**src/rtl/etok_pkg.sv**
```systemverilog
`timescale 1ns / 1ps
// Shared types and constants of the expression tokenizer.
// No dependencies; every other file of the block imports this package.
package etok_pkg;

  // Token kinds carried on token_kind.
  localparam logic [2:0] KIND_NUMBER   = 3'd0;
  localparam logic [2:0] KIND_NAME     = 3'd1;
  localparam logic [2:0] KIND_VARIABLE = 3'd2;
  localparam logic [2:0] KIND_LPAREN   = 3'd3;
  localparam logic [2:0] KIND_RPAREN   = 3'd4;
  localparam logic [2:0] KIND_OPERATOR = 3'd5;
  localparam logic [2:0] KIND_ERROR    = 3'd6;
  localparam logic [2:0] KIND_EOF      = 3'd7;

  // Characters with a meaning of their own.
  localparam logic [7:0] CH_NUL    = 8'h00;
  localparam logic [7:0] CH_SPACE  = 8'h20;
  localparam logic [7:0] CH_DOT    = 8'h2E;
  localparam logic [7:0] CH_VAR    = 8'h78;
  localparam logic [7:0] CH_LPAREN = 8'h28;
  localparam logic [7:0] CH_RPAREN = 8'h29;
  localparam logic [7:0] CH_PLUS   = 8'h2B;
  localparam logic [7:0] CH_MINUS  = 8'h2D;
  localparam logic [7:0] CH_STAR   = 8'h2A;
  localparam logic [7:0] CH_SLASH  = 8'h2F;
  localparam logic [7:0] CH_CARET  = 8'h5E;
  localparam logic [7:0] CH_ZERO   = 8'h30;
  localparam logic [7:0] CH_NINE   = 8'h39;
  localparam logic [7:0] CH_LOW_A  = 8'h61;
  localparam logic [7:0] CH_LOW_Z  = 8'h7A;
  localparam logic [7:0] CH_UP_A   = 8'h41;
  localparam logic [7:0] CH_UP_Z   = 8'h5A;

  // Width of the kept count of a token.
  localparam int COUNT_W = 5;

  // Entries in the queue between the scanner and the result stage.
  localparam int QUEUE_DEPTH = 4;

  // One result item.
  typedef struct packed {
    logic [2:0] token_kind;
    logic       has_char;
    logic [7:0] value_char;
    logic       token_start;
    logic       token_end;
    logic       last;
  } result_t;

  // All results caused by one input item: one or two.
  typedef struct packed {
    logic    two;
    result_t r0;
    result_t r1;
  } group_t;

endpackage

```
**src/rtl/etok_front.sv**
```systemverilog
`timescale 1ns / 1ps
// Scanner of the expression tokenizer: classifies each character, keeps the
// scan mode and kept count, and forms the zero, one or two results of the item.
// Depends on etok_pkg.
module etok_front #(
  parameter int BUFFER_BYTES = 32
) (
  input  logic             clk,
  input  logic             rst,
  input  logic             accept,
  input  logic [7:0]       ch,
  output logic             group_valid,
  output etok_pkg::group_t group
);
  import etok_pkg::*;

  localparam logic [1:0] MODE_IDLE = 2'd0;
  localparam logic [1:0] MODE_INT  = 2'd1;
  localparam logic [1:0] MODE_FRAC = 2'd2;
  localparam logic [1:0] MODE_NAME = 2'd3;

  localparam logic [COUNT_W-1:0] KEEP_MAX = COUNT_W'(BUFFER_BYTES - 1);

  logic [1:0]         scan_mode;
  logic [1:0]         scan_mode_next;
  logic [COUNT_W-1:0] kept_count;
  logic [COUNT_W-1:0] kept_count_next;

  logic    is_digit;
  logic    is_letter;
  logic    is_op;
  logic    close_v;
  logic    tok_v;
  result_t close_r;
  result_t tok_r;

  // Character classes.
  assign is_digit  = (ch >= CH_ZERO) && (ch <= CH_NINE);
  assign is_letter = ((ch >= CH_LOW_A) && (ch <= CH_LOW_Z)) ||
                     ((ch >= CH_UP_A) && (ch <= CH_UP_Z));
  assign is_op     = (ch == CH_PLUS) || (ch == CH_MINUS) || (ch == CH_STAR) ||
                     (ch == CH_SLASH) || (ch == CH_CARET);

  // Scan step: an optional close of the open token, then the token result.
  always_comb begin
    logic [1:0]         mode;
    logic [COUNT_W-1:0] cnt;
    logic               cont;
    mode    = scan_mode;
    cnt     = kept_count;
    cont    = 1'b0;
    close_v = 1'b0;
    close_r = '0;
    tok_v   = 1'b0;
    tok_r   = '0;

    // A continuing number or name keeps the character while room is left.
    if (((mode == MODE_INT) || (mode == MODE_FRAC)) &&
        (is_digit || ((ch == CH_DOT) && (mode == MODE_INT)))) begin
      cont = 1'b1;
      tok_r.token_kind = KIND_NUMBER;
      if (ch == CH_DOT) begin
        mode = MODE_FRAC;
      end
    end else if ((mode == MODE_NAME) && is_letter) begin
      cont = 1'b1;
      tok_r.token_kind = KIND_NAME;
    end else if (mode != MODE_IDLE) begin
      close_v = 1'b1;
      close_r.token_kind = (mode == MODE_NAME) ? KIND_NAME : KIND_NUMBER;
      close_r.token_end  = 1'b1;
      mode = MODE_IDLE;
      cnt  = '0;
    end

    if (cont) begin
      if (cnt < KEEP_MAX) begin
        tok_v = 1'b1;
        tok_r.has_char    = 1'b1;
        tok_r.value_char  = ch;
        tok_r.token_start = (cnt == '0);
        cnt = cnt + 1'b1;
      end
    end else if (ch == CH_SPACE) begin
      tok_v = 1'b0;
    end else if (ch == CH_NUL) begin
      tok_v = 1'b1;
      tok_r.token_kind  = KIND_EOF;
      tok_r.token_start = 1'b1;
      tok_r.token_end   = 1'b1;
    end else if (is_digit || (is_letter && (ch != CH_VAR))) begin
      // Opens a number or a name; the first character always fits.
      tok_v = 1'b1;
      tok_r.token_kind  = is_digit ? KIND_NUMBER : KIND_NAME;
      tok_r.has_char    = 1'b1;
      tok_r.value_char  = ch;
      tok_r.token_start = 1'b1;
      mode = is_digit ? MODE_INT : MODE_NAME;
      cnt  = COUNT_W'(1);
    end else begin
      // One-character tokens, including errors.
      tok_v = 1'b1;
      tok_r.has_char    = 1'b1;
      tok_r.value_char  = ch;
      tok_r.token_start = 1'b1;
      tok_r.token_end   = 1'b1;
      if (ch == CH_VAR) begin
        tok_r.token_kind = KIND_VARIABLE;
      end else if (ch == CH_LPAREN) begin
        tok_r.token_kind = KIND_LPAREN;
      end else if (ch == CH_RPAREN) begin
        tok_r.token_kind = KIND_RPAREN;
      end else if (is_op) begin
        tok_r.token_kind = KIND_OPERATOR;
      end else begin
        tok_r.token_kind = KIND_ERROR;
      end
    end

    scan_mode_next  = mode;
    kept_count_next = cnt;
  end

  // Pack the results of the item; the final one carries last.
  always_comb begin
    group = '0;
    if (close_v) begin
      group.r0     = close_r;
      group.r1     = tok_r;
      group.two    = tok_v;
      group.r1.last = tok_v;
      group.r0.last = !tok_v;
    end else begin
      group.r0      = tok_r;
      group.r0.last = 1'b1;
    end
  end

  assign group_valid = accept && (close_v || tok_v);

  // Scanner state.
  always_ff @(posedge clk) begin
    if (rst) begin
      scan_mode  <= MODE_IDLE;
      kept_count <= '0;
    end else if (accept) begin
      scan_mode  <= scan_mode_next;
      kept_count <= kept_count_next;
    end
  end

endmodule

```
**src/rtl/etok_queue.sv**
```systemverilog
`timescale 1ns / 1ps
// Short queue of result groups between the scanner and the result stage.
// Depends on etok_pkg.
module etok_queue (
  input  logic             clk,
  input  logic             rst,
  input  logic             wr,
  input  etok_pkg::group_t wr_data,
  output logic             full,
  input  logic             rd,
  output etok_pkg::group_t rd_data,
  output logic             empty
);
  import etok_pkg::*;

  localparam int PTR_W = $clog2(QUEUE_DEPTH);
  localparam int CNT_W = $clog2(QUEUE_DEPTH + 1);
  localparam logic [PTR_W-1:0] PTR_LAST = PTR_W'(QUEUE_DEPTH - 1);
  localparam logic [CNT_W-1:0] CNT_FULL = CNT_W'(QUEUE_DEPTH);

  group_t             slots [QUEUE_DEPTH];
  logic [PTR_W-1:0]   wr_ptr;
  logic [PTR_W-1:0]   rd_ptr;
  logic [CNT_W-1:0]   count;

  assign full    = (count == CNT_FULL);
  assign empty   = (count == '0);
  assign rd_data = slots[rd_ptr];

  // Storage of the groups.
  always_ff @(posedge clk) begin
    if (wr) begin
      slots[wr_ptr] <= wr_data;
    end
  end

  // Pointers and fill count.
  always_ff @(posedge clk) begin
    if (rst) begin
      wr_ptr <= '0;
      rd_ptr <= '0;
      count  <= '0;
    end else begin
      if (wr) begin
        wr_ptr <= (wr_ptr == PTR_LAST) ? '0 : wr_ptr + 1'b1;
      end
      if (rd) begin
        rd_ptr <= (rd_ptr == PTR_LAST) ? '0 : rd_ptr + 1'b1;
      end
      if (wr && !rd) begin
        count <= count + 1'b1;
      end else if (rd && !wr) begin
        count <= count - 1'b1;
      end
    end
  end

  // The scanner never writes a full queue.
  a_no_overflow: assert property (@(posedge clk) disable iff (rst) !(wr && full))
    else $error("queue written while full");

  // The result stage never reads an empty queue.
  a_no_underflow: assert property (@(posedge clk) disable iff (rst) !(rd && empty))
    else $error("queue read while empty");

  // The fill count grows by one on a write without a read.
  a_count_track: assert property (@(posedge clk) disable iff (rst)
    (wr && !rd) |=> (count == $past(count) + 1'b1))
    else $error("queue count did not grow on a write");

endmodule

```
**src/rtl/etok_back.sv**
```systemverilog
`timescale 1ns / 1ps
// Result stage of the expression tokenizer: hands out the results of each
// queued group one at a time through an output register. Depends on etok_pkg.
module etok_back (
  input  logic              clk,
  input  logic              rst,
  input  logic              q_empty,
  input  etok_pkg::group_t  q_data,
  output logic              q_rd,
  input  logic              pop,
  output logic              empty,
  output etok_pkg::result_t res
);
  import etok_pkg::*;

  logic out_valid;
  logic sel;
  logic load;

  // A queued group loads a result whenever the register is free or being taken.
  assign load  = !q_empty && (!out_valid || pop);
  assign q_rd  = load && (sel || !q_data.two);
  assign empty = !out_valid;

  // Output register; payload needs no reset.
  always_ff @(posedge clk) begin
    if (load) begin
      res <= sel ? q_data.r1 : q_data.r0;
    end
  end

  // Valid flag and position within the current group.
  always_ff @(posedge clk) begin
    if (rst) begin
      out_valid <= 1'b0;
      sel       <= 1'b0;
    end else begin
      if (load) begin
        out_valid <= 1'b1;
        sel       <= !sel && q_data.two;
      end else if (pop) begin
        out_valid <= 1'b0;
      end
    end
  end

  // The second result of a group is only pending while its group is queued.
  a_sel_has_group: assert property (@(posedge clk) disable iff (rst)
    sel |-> !q_empty)
    else $error("second result pending without a queued group");

endmodule

```
**src/rtl/expression_tokenizer_unit.sv**
```systemverilog
`timescale 1ns / 1ps
// Top level of the expression tokenizer. Depends on etok_pkg, etok_front,
// etok_queue and etok_back.
//
// Takes one character each clock cycle (push while full is low) and gives
// token results on the output queue interface, one result per cycle while
// pop is high. A character yields zero, one or two results; each is stored
// in the group queue, then in the output register, before it shows. The
// single output register sets the sustained rate: one result per cycle, so
// a character that closes a token and opens another gives its two results
// in turn. A four-entry group queue between scanner and output register
// absorbs such bursts and output stalls; full rises only when it is full.
module expression_tokenizer_unit #(
  parameter int BUFFER_BYTES = 32
) (
  input  logic       clk,
  input  logic       rst,
  input  logic       push,
  output logic       full,
  input  logic [7:0] ch,
  input  logic       pop,
  output logic       empty,
  output logic [2:0] token_kind,
  output logic       has_char,
  output logic [7:0] value_char,
  output logic       token_start,
  output logic       token_end,
  output logic       last
);
  import etok_pkg::*;

  logic    accept;
  logic    group_valid;
  group_t  group;
  group_t  q_data;
  logic    q_empty;
  logic    q_rd;
  result_t res;

  assign accept = push && !full;

  // Scanner.
  etok_front #(
    .BUFFER_BYTES(BUFFER_BYTES)
  ) u_front (
    .clk        (clk),
    .rst        (rst),
    .accept     (accept),
    .ch         (ch),
    .group_valid(group_valid),
    .group      (group)
  );

  // Group queue.
  etok_queue u_queue (
    .clk    (clk),
    .rst    (rst),
    .wr     (group_valid),
    .wr_data(group),
    .full   (full),
    .rd     (q_rd),
    .rd_data(q_data),
    .empty  (q_empty)
  );

  // Result stage.
  etok_back u_back (
    .clk    (clk),
    .rst    (rst),
    .q_empty(q_empty),
    .q_data (q_data),
    .q_rd   (q_rd),
    .pop    (pop),
    .empty  (empty),
    .res    (res)
  );

  assign token_kind  = res.token_kind;
  assign has_char    = res.has_char;
  assign value_char  = res.value_char;
  assign token_start = res.token_start;
  assign token_end   = res.token_end;
  assign last        = res.last;

endmodule

```
**config.mk**
```make
export PLATFORM = sky130hd
export DESIGN_NAME = expression_tokenizer_unit
export DESIGN_NICKNAME = d
export VERILOG_FILES = /design/src/rtl/etok_pkg.sv /design/src/rtl/etok_front.sv /design/src/rtl/etok_queue.sv /design/src/rtl/etok_back.sv /design/src/rtl/expression_tokenizer_unit.sv
export SDC_FILE = /design/constraint.sdc
export NUM_CORES = 1
export LEC_CHECK = 0
export ABC_AREA = 1
export BUFFER_PORTS_ARGS = -buffer_cell sky130_fd_sc_hd__buf_2
export CAP_MARGIN = 0
export CORE_ASPECT_RATIO = 1.25
export CORE_MARGIN = 5
export CORE_UTILIZATION = 45
export DETAILED_ROUTE_END_ITERATION = 6
export GPL_ROUTABILITY_DRIVEN = 0
export SYNTH_ARGS = -nofsm -noshare
export SYNTH_HDL_FRONTEND = slang
export SYNTH_SLANG_ARGS = --single-unit
```
**constraint.sdc**
```tcl
create_clock -name clk -period 3.5 [get_ports clk]
set_input_delay 0.175 -clock clk [delete_from_list [all_inputs] [get_ports clk]]
set_output_delay 0.175 -clock clk [all_outputs]
set_load 0.01 [all_outputs]
```
# Word level (Yosys, flattened, before mapping)
# Memory sizes are Yosys's and may differ from the RTL's. A register that Yosys moved wholly into a read port is not among the register bits.
# Index checks and enable logic that the tools add are counted.
# word_totals
ram_bits,124
wordCells,142
n_memories,1
reg_bits,31
output_inout_bits,17
# op_classes
n_lt_le_gt_ge,7
n_eq_ne,17
n_reduce_logical,39
mux,60
addsub,5
# memory_table
name,words,width,read_ports,rd_ports_with_merged_regs,wr,line_no,source
u_queue.slots,4,31,1,1,1,etok_queue.sv:21,group_t slots [QUEUE_DEPTH];
# ops
cell,count
"== test 8 x 6 -> 1 bit, second input constant",8
2-to-1 mux 15 bit,3
2-to-1 mux 5 bit,8
2-to-1 mux 2 bit,16
2-to-1 mux 3 bit,10
2-to-1 mux 10 bit,2
2-to-1 mux 1 bit,18
"== test 8 x 7 -> 1 bit, second input constant",2
">= comparator 8 x 7 -> 1 bit, second input constant",2
"less-or-equal comparator 8 x 7 -> 1 bit, second input constant",2
logical AND 1 bit,14
2-to-1 mux 14 bit,1
2-to-1 mux 13 bit,1
logical OR 1 bit,11
2-to-1 mux 9 bit,1
"== test 2 bit, second input constant",4
">= comparator 8 x 6 -> 1 bit, second input constant",1
"less-or-equal comparator 8 x 6 -> 1 bit, second input constant",1
logical NOT 1 bit,8
logical NOT 8 bit,1
"!= test 8 x 7 -> 1 bit, second input constant",1
nonzero test 2 bit,3
"adder 5 x 1 -> 5 bit, second input constant",1
logical NOT 5 bit,1
other kinds (7),8

# Logic depth before layout (Yosys ltp)
# Gate-level depths: netlist of the first run.
# logic_depth
ltp_word,15
depth_mapped,22

# By module
# Synthesis of the first run repeated with hierarchy kept, for this count alone.
# hier_totals
cells_unflattened,620
hier_area_um2,6899.1
# by_module_without_submodules
module,cells_each,n_inst,seq_area_each_um2,area_per_inst_um2
etok_queue,359,1,3903.7,5098.6
etok_front,179,1,140.1,1017.2
etok_back,80,1,490.5,773.2
expression_tokenizer_unit,2,1,0.0,10.0

# Worst setup path before layout of the first run
# No wires, ideal clock.
# synth_path
path_type,register -> register
from,register u_front.scan_mode[0]
to,"memory u_queue.slots[3][0] (netlist name), enable pin"
setup_slack_ns,0.400
arrival_time_ns,2.683
n_path_buf,0
synth_period_minus_slack_ns,3.100
required_time_ns,3.083
stages_incl_launch_ff,12
cell_sequence,dfxtp_1 > inv_1 > ha_1 > nand2_4 > nand3_4 > nand3_2 > nor2_4 > nand2_2 > nand2_2 > nand2_2 > nand2_4 > nor2_1
# synth_between
elab_chain_len,12
# synth_rtl
item,line_no,source
start: declaration,etok_front.sv:24,logic [1:0] scan_mode;
start signal: assignment,etok_front.sv:147,scan_mode <= scan_mode_next;
== test 2 x 1 -> 1 bit,"etok_front.sv:58, etok_front.sv:59",
logical AND 1 bit,etok_front.sv:59,(is_digit || ((ch == CH_DOT) && (mode == MODE_INT)))) begin
logical OR 1 bit,etok_front.sv:59,
logical AND 1 bit,etok_front.sv:58,if (((mode == MODE_INT) || (mode == MODE_FRAC)) &&
2-to-1 mux 5 bit,etok_front.sv:58,
less-than comparator 5 bit,etok_front.sv:77,if (cnt < KEEP_MAX) begin
2-to-1 mux 1 bit,etok_front.sv:77,
2-to-1 mux 1 bit,etok_front.sv:76,if (cont) begin
logical OR 1 bit (*),etok_front.sv:139,assign group_valid = accept && (close_v || tok_v);
logical AND 1 bit (*),etok_front.sv:139,
2-to-1 mux 1 bit (*),etok_queue.sv:32,if (wr) begin
2-to-1 mux 1 bit (not written as such) (*),etok_queue.sv:33,slots[wr_ptr] <= wr_data;
end: declaration,etok_queue.sv:21,
# Every way passes the cells marked *; elsewhere a longest branch is shown, timed or not.

# Final worst setup path of the first run
# layout_path
from,register u_front.scan_mode[0]
to,register u_queue.count[2]
# layout_between
elab_chain_len,13
# layout_rtl
item,line_no,source
== test 2 x 1 -> 1 bit,"etok_front.sv:58, etok_front.sv:59",
logical AND 1 bit,etok_front.sv:59,
logical OR 1 bit,etok_front.sv:59,
logical AND 1 bit,etok_front.sv:58,
2-to-1 mux 5 bit,etok_front.sv:58,
less-than comparator 5 bit,etok_front.sv:77,
2-to-1 mux 1 bit,etok_front.sv:77,
2-to-1 mux 1 bit,etok_front.sv:76,
logical OR 1 bit (*),etok_front.sv:139,
logical AND 1 bit (*),etok_front.sv:139,
net group_valid,expression_tokenizer_unit.sv:33,logic group_valid;
logical NOT 1 bit,etok_queue.sv:52,end else if (rd && !wr) begin
logical AND 1 bit,etok_queue.sv:52,
nonzero test 2 bit (no source line),n/a,
end signal: assignment,etok_queue.sv:51,count <= count + 1'b1;
end signal: assignment,etok_queue.sv:53,count <= count - 1'b1;
end: declaration,etok_queue.sv:24,logic [CNT_W-1:0] count;
# Mark *: on every way through the listed nets, which the timed path passes. The rest lies on a longest branch.
# A chain may end at the register's enable or synchronous reset.

==> flow_summary.json, run 1 <==
{
  "cts_resized": 0,
  "fin_crit_ns": 2.85,
  "setup_tns_ns": 0,
  "worst_setup_path_end_kind": "flop",
  "fin_worst_skew_ns": 0.0118,
  "drc": 0,
  "r2r_cells": 19,
  "async_flop_share": 0,
  "final_nets": 670,
  "grt_usage": 0.170,
  "dr.pass1.iters": 6,
  "hold_violations": 0,
  "ys_seq_area_frac": 0.667,
  "synth_area_leaders": "edfxtp_1 (61%), nor2_1 (8.3%), dfxtp_1 (5.4%), o21ai_0 (5.3%), inv_1 (3.1%)",
  "cts.htree.levels": 4,
  "maxSlewViolCount": 0,
  "cts.sinks": 153,
  "leakagePower_nw": 2.93,
  "first_global_vias": 4523,
  "r2r-end": "u_queue.count[2]$_SDFFE_PP0P_",
  "dpl_cell_area_um2": 6990,
  "drive_above_1_share": 0.144,
  "grt_overflow_total": 0,
  "rsz0062_at_grt": "false",
  "synth_area_um2": 6620,
  "ys_ff_latch": 153,
  "final_antenna_net_count": 0,
  "post-synth-top-area-fraction": 0.612,
  "num_rows": 49,
  "use_met3": 0.0404,
  "crit_start": "u_front.scan_mode[0]$_SDFFE_PP0P_",
  "peakVddDrop_mv": 0.567,
  "synth_edf_count": 135,
  "syn_inst": 611,
  "grt_util_met1": 0.196,
  "syn_nets": 636,
  "crit_end": "u_queue.count[2]$_SDFFE_PP0P_",
  "ioPinCount": 29,
  "via_per_inst": 5.38,
  "crit_path_max_fanout": 18,
  "path_class": "flop to flop",
  "ys_types": 31,
  "slew_headroom": 0.618,
  "outcome": "finished clean",
  "final_util": 0.527,
  "ys.flop_type": "edfxtp_1",
  "required_ns": 3.84,
  "dpl_worst_slack_ns": 0.650,
  "fp.dieW_um": 119,
  "cts_tree": "done",
  "worst_slack_ns": 0.649,
  "hold_buffers": 0,
  "cts.path.max_buffers": 2,
  "fin_area_um2": 7600,
  "maxCapViolations": 0,
  "busiest_layer": "met2",
  "cts_made_buffers": 17,
  "synth.most_common_cell": "nor2_1",
  "drt_iter0_markers": 339,
  "hp-class": "input pin to flop",
  "synth_top_area_cell": "edfxtp_1",
  "cp-start-kind": "flop",
  "vias": 4497,
  "portBuffers": 28,
  "clkSlewWorstSetupHoldPaths_ns": 0.06,
  "wire_per_inst_um": 17.2,
  "ys_warn_count": 0,
  "post-cts-setup-buffer-count": 0,
  "dieArea_um2": 17300,
  "antenna_found_initial": 0,
  "start_util": 0.460,
  "area_growth_pct": 14.7,
  "worst-slew-pin-transition_ns": 0.573,
  "synthTopCellsByCount": "nor2_1 (147), edfxtp_1 (135), o21ai_0 (70)",
  "post-route-period-util": 0.815,
  "grt_pass1_wl_um": 23000,
  "p_total_mw": 6.18,
  "dp_hpwl_um": 8920,
  "arrival_ns": 3.20,
  "insertion_delay_ns": 0.42,
  "setup_viol": 0,
  "die_y_um": 146,
  "pwr_density_cell_nw_per_um2": 814,
  "avgSynthCellArea_um2": 10.8,
  "drt_wl_total_um": 14400,
  "clock.fmax_ghz": 0.351,
  "r2r-start": "u_front.scan_mode[0]$_SDFFE_PP0P_",
  "use_met2": 0.295,
  "ctsRootBufferMaster": "clkbuf_16",
  "core_um2": 14400,
  "r2r_slack_ns": 0.65,
  "antenna_cells": 0,
  "grt_max_degree": 55
}
[metal layers]
layer	wire [um]	vias to the layer above
met5	0	-
met1	5830	2163
met2	7350	122
met4	448	0
li1	-	2184
met3	726	28
[critical path, stage by stage (launching register included)]
cell,delay (ns)
dfxtp_1,0.41
inv_1,0.08
ha_1,0.35
nand2_4,0.11
nand3_4,0.21
nand3_2,0.17
nor2_4,0.05
nand2_2,0.06
nand2_2,0.06
nand2_2,0.07
nand2_4,0.09
inv_2,0.09
ha_1,0.14
inv_1,0.06
fa_1,0.38
nor2_1,0.11
nor2_1,0.04
nand2_1,0.07
o21ai_0,0.07
a21oi_1,0.15
[worst min-delay path by stage]
stage | from | to | depth (start not counted)
finish | rst | u_front.kept_count[4]$_SDFFE_PP0P_ | 2
global route | rst | u_front.kept_count[2]$_SDFFE_PP0P_ | 2
CTS | rst | u_front.kept_count[4]$_SDFFE_PP0P_ | 2
detailed placement | rst | u_front.kept_count[0]$_SDFFE_PP0P_ | 2
global placement | rst | u_front.kept_count[2]$_SDFFE_PP0P_ | 2
floorplan | rst | u_front.kept_count[0]$_SDFFE_PP0P_ | 1
[cell families (layout without fill, tap and decap cells)]
logic type      count (synthesis)  in the layout  share of synthesized area
fa+ha+maj                      13             13                     0.0257
buf+inv                        83            130                     0.0472
simple gates                  241            241                      0.160
flops                         153            153                      0.667
compound gates                121            121                      0.101
[final cells by class]
| type | instances | area [um2] |
|---|---|---|
| Clock buffer | 23 | 533 |
| Clock inverter | 9 | 71.3 |
| Fill cell | 1231 | 6810 |
| Inverter | 59 | 221 |
| Multi-Input combinational cell | 375 | 1910 |
| Sequential cell | 153 | 4420 |
| Tap cell | 178 | 223 |
| Timing Repair Buffer | 39 | 223 |
[through the flow]
| stage | hold slack [ns] | instances |
|---|---|---|
| final | 0.0242 | 836 |
| after CTS | 0.0138 | 836 |
| after floorplan | 0.244 | 611 |
| after detailed placement | 0.458 | 804 |
| after global placement | 0.444 | 804 |
| after global routing | 0.0216 | 836 |
[sequential cells by signal, indices dropped and copies added, names as in the netlist, named ones only]
| name | cells |
|---|---|
| u_queue.count | 3 |
| u_queue.rd_ptr | 2 |
| u_front.kept_count | 5 |
| u_queue.slots | 120 |
| u_back.out_valid | 1 |
| u_front.scan_mode | 2 |
| u_back.sel | 1 |
| u_queue.wr_ptr | 2 |
| u_back.res | 15 |
[layout by cell type (no fill, tap or decap), types with 4 or more instances in the layout]
cell type,count
a21oi_1,10
a31oi_1,19
buf_2,28
buf_4,11
clkbuf_16,21
dfxtp_1,17
edfxtp_1,135
ha_1,12
inv_1,55
inv_2,4
inv_6,4
nand2_1,49
nand2_2,6
nand3_1,15
nand4_1,8
nor2_1,143
nor2_2,5
o21ai_0,70
o22ai_1,14
[report_power, final]
group,internal [mW],switching [mW],leakage [nW]
sequential,2.47,0.103,1.41
clock,1.09,0.719,0.295
combinational,0.538,1.27,1.23
(Power assumes the default switching activity.)
==> inputs of run 2 (changes only) <==
clock period = 2.45 ns   (was 3.5 ns; I/O delays follow)
==> run 2 against run 1 <==
Effect of this change:
- total power is 44% higher
- clock-buffer cell count shrank 4
- setup slack got worse by 0.59 ns
- critical path type unchanged
==> flow_summary.json, run 2 (synthesis results as in run 1) <==
{
  "ioPinCount": 29,
  "worst_setup_path_end_kind": "flop",
  "holdPathEnd": "u_back.out_valid$_SDFFE_PP0P_",
  "crit_path_max_fanout": 4,
  "r2r-end": "u_queue.count[2]$_SDFFE_PP0P_",
  "r2r_cells": 21,
  "fin_crit_ns": 2.39,
  "drt_wl_total_um": 14600,
  "start_util": 0.460,
  "grt_pass1_wl_um": 23000,
  "slew_headroom": 0.617,
  "grt_overflow_total": 0,
  "dp_hpwl_um": 8980,
  "p_sw_frac": 0.348,
  "r2r-start": "u_front.scan_mode[1]$_SDFFE_PP0P_",
  "dieArea_um2": 17300,
  "cts.sinks": 153,
  "setup_tns_ns": 0,
  "reg_top3": "u_queue.slots: 120 flops, u_back.res: 15 flops, u_front.kept_count: 5 flops",
  "layout_commonest_cell": "nor2_1",
  "dr.pass1.iters": 5,
  "clockPowerShare": 0.285,
  "drive_above_1_share": 0.193,
  "rsz0062_at_grt": "true",
  "mostFrequentLayoutCells": "nor2_1 (142), edfxtp_1 (135), o21ai_0 (68)",
  "die_y_um": 146,
  "num_rows": 49,
  "final_antenna_net_count": 0,
  "area_growth_pct": 19.0,
  "via_per_inst": 5.29,
  "post-route-period-util": 0.975,
  "cts.htree.levels": 4,
  "fin_worst_skew_ns": 0.0105,
  "cts.path.max_buffers": 2,
  "fin_area_um2": 7880,
  "grt_usage": 0.169,
  "cts_made_buffers": 17,
  "drc": 0,
  "largest-register": "u_queue.slots",
  "seq_power_share": 0.411,
  "path_class": "flop to flop",
  "setup_viol": 0,
  "wire_per_inst_um": 16.9,
  "leakagePower_nw": 3.06,
  "insertion_delay_ns": 0.42,
  "clock.fmax_ghz": 0.419,
  "p_int_mw": 5.81,
  "core_um2": 14400,
  "antenna_cells": 0,
  "peakVddDrop_mv": 0.692,
  "grt_max_degree": 59,
  "maxCapViolations": 0,
  "r2r_slack_ns": 0.06,
  "maxSlewViolCount": 0,
  "cts_tree": "done",
  "cp-start-kind": "flop",
  "pwr_density_cell_nw_per_um2": 1130,
  "outcome": "finished clean",
  "final_nets": 695,
  "vias": 4553,
  "p_switching_mw": 3.10,
  "fp.dieW_um": 119,
  "worst-slew-pin-transition_ns": 0.574,
  "first_global_vias": 4452,
  "hold_violations": 0,
  "ctsRootBufferMaster": "clkbuf_16",
  "hp-class": "input pin to flop",
  "required_ns": 2.81,
  "pwr-share-comb": 0.304,
  "arrival_ns": 2.74,
  "antenna_found_initial": 0,
  "hold_depth": 4,
  "drt_iter0_markers": 344,
  "min_from": "pop",
  "dpl_cell_area_um2": 7200,
  "portBuffers": 28,
  "clkSlewWorstSetupHoldPaths_ns": 0.07,
  "largest_register_ff_count": 120
}
-- run 2: critical path: stages (launching register included) --
cell,delay [ns]
dfxtp_2,0.37
inv_4,0.06
ha_4,0.15
nand3_2,0.07
nand2_2,0.07
nand2_4,0.09
nand3_4,0.12
nand3_4,0.10
nor2_4,0.05
nand2_2,0.07
nand2_2,0.06
nand2_2,0.07
nand2_4,0.05
inv_4,0.07
ha_4,0.12
inv_2,0.04
fa_2,0.38
nor2_2,0.08
nor2_1,0.05
nand2_1,0.07
o21ai_1,0.07
a21oi_1,0.12
-- run 2: power groups by stage --
stage / sequential [mW] / combinational, mW / clock, mW
2_1_floorplan: 3.76 / 1.68 / 0
3_3_place_gp: 3.71 / 2.62 / 0
3_5_place_dp: 3.72 / 2.68 / 0
4_1_cts: 3.67 / 2.71 / 2.58
5_1_grt: 3.71 / 3.03 / 2.68
6_report: 3.67 / 2.71 / 2.54
-- run 2: layer usage --
metal / track usage / share of wire
met1: 0.210 / 0.43
met2: 0.291 / 0.51
met3: 0.0389 / 0.044
met4: 0.0590 / 0.019
met5: 0 / 0
-- run 2: worst max-delay path by stage --
stage	slack, ns	cells past startpoint	to	startpoint
finish	0.06	21	u_queue.count[2]$_SDFFE_PP0P_	u_front.scan_mode[1]$_SDFFE_PP0P_
global placement	0.02	21	u_queue.count[2]$_SDFFE_PP0P_	u_front.scan_mode[1]$_SDFFE_PP0P_
CTS	0.001	21	u_queue.count[2]$_SDFFE_PP0P_	u_front.scan_mode[1]$_SDFFE_PP0P_
floorplan	-0.10	13	u_queue.slots[0][0]$_DFFE_PP_	u_front.scan_mode[1]$_SDFFE_PP0P_
global route	-0.15	21	u_queue.count[2]$_SDFFE_PP0P_	u_front.scan_mode[1]$_SDFFE_PP0P_
detailed placement	-0.05	21	u_queue.count[2]$_SDFFE_PP0P_	u_front.scan_mode[1]$_SDFFE_PP0P_
-- run 2: final cells by class --
type                    instances  area [um2]
inverters                      59         226
clock inverters                13         126
fillers                      1230        6530
repair buffers                 64         463
clock buffers                  19         454
multi-input cells             375        1970
flip-flops and latches        153        4420
well taps                     178         223
-- run 2: per-stage QoR --
| step | utilization | instances | power (mW) | setup WS [ns] | hold slack [ns] |
|---|---|---|---|---|---|
| floorplan | - | 611 | 5.44 | -0.101 | 0.192 |
| global placement | 0.500 | 823 | 6.33 | 0.0229 | 0.395 |
| detailed placement | 0.500 | 823 | 6.40 | -0.0453 | 0.408 |
| CTS | 0.543 | 858 | 8.95 | 0.00129 | 0.0678 |
| global route | 0.547 | 861 | 9.41 | -0.153 | 0.0864 |
| finish | 0.547 | 861 | 8.92 | 0.0610 | 0.0795 |
-- run 2: what timing repair did --
action	4_1_cts	5_1_grt
buffers inserted	2	3
hold buffers	1	0
gates resized for setup	6	11
pin swaps	4	10
hold endpoints to repair	6	0
endpoints found under the setup margin	2	2
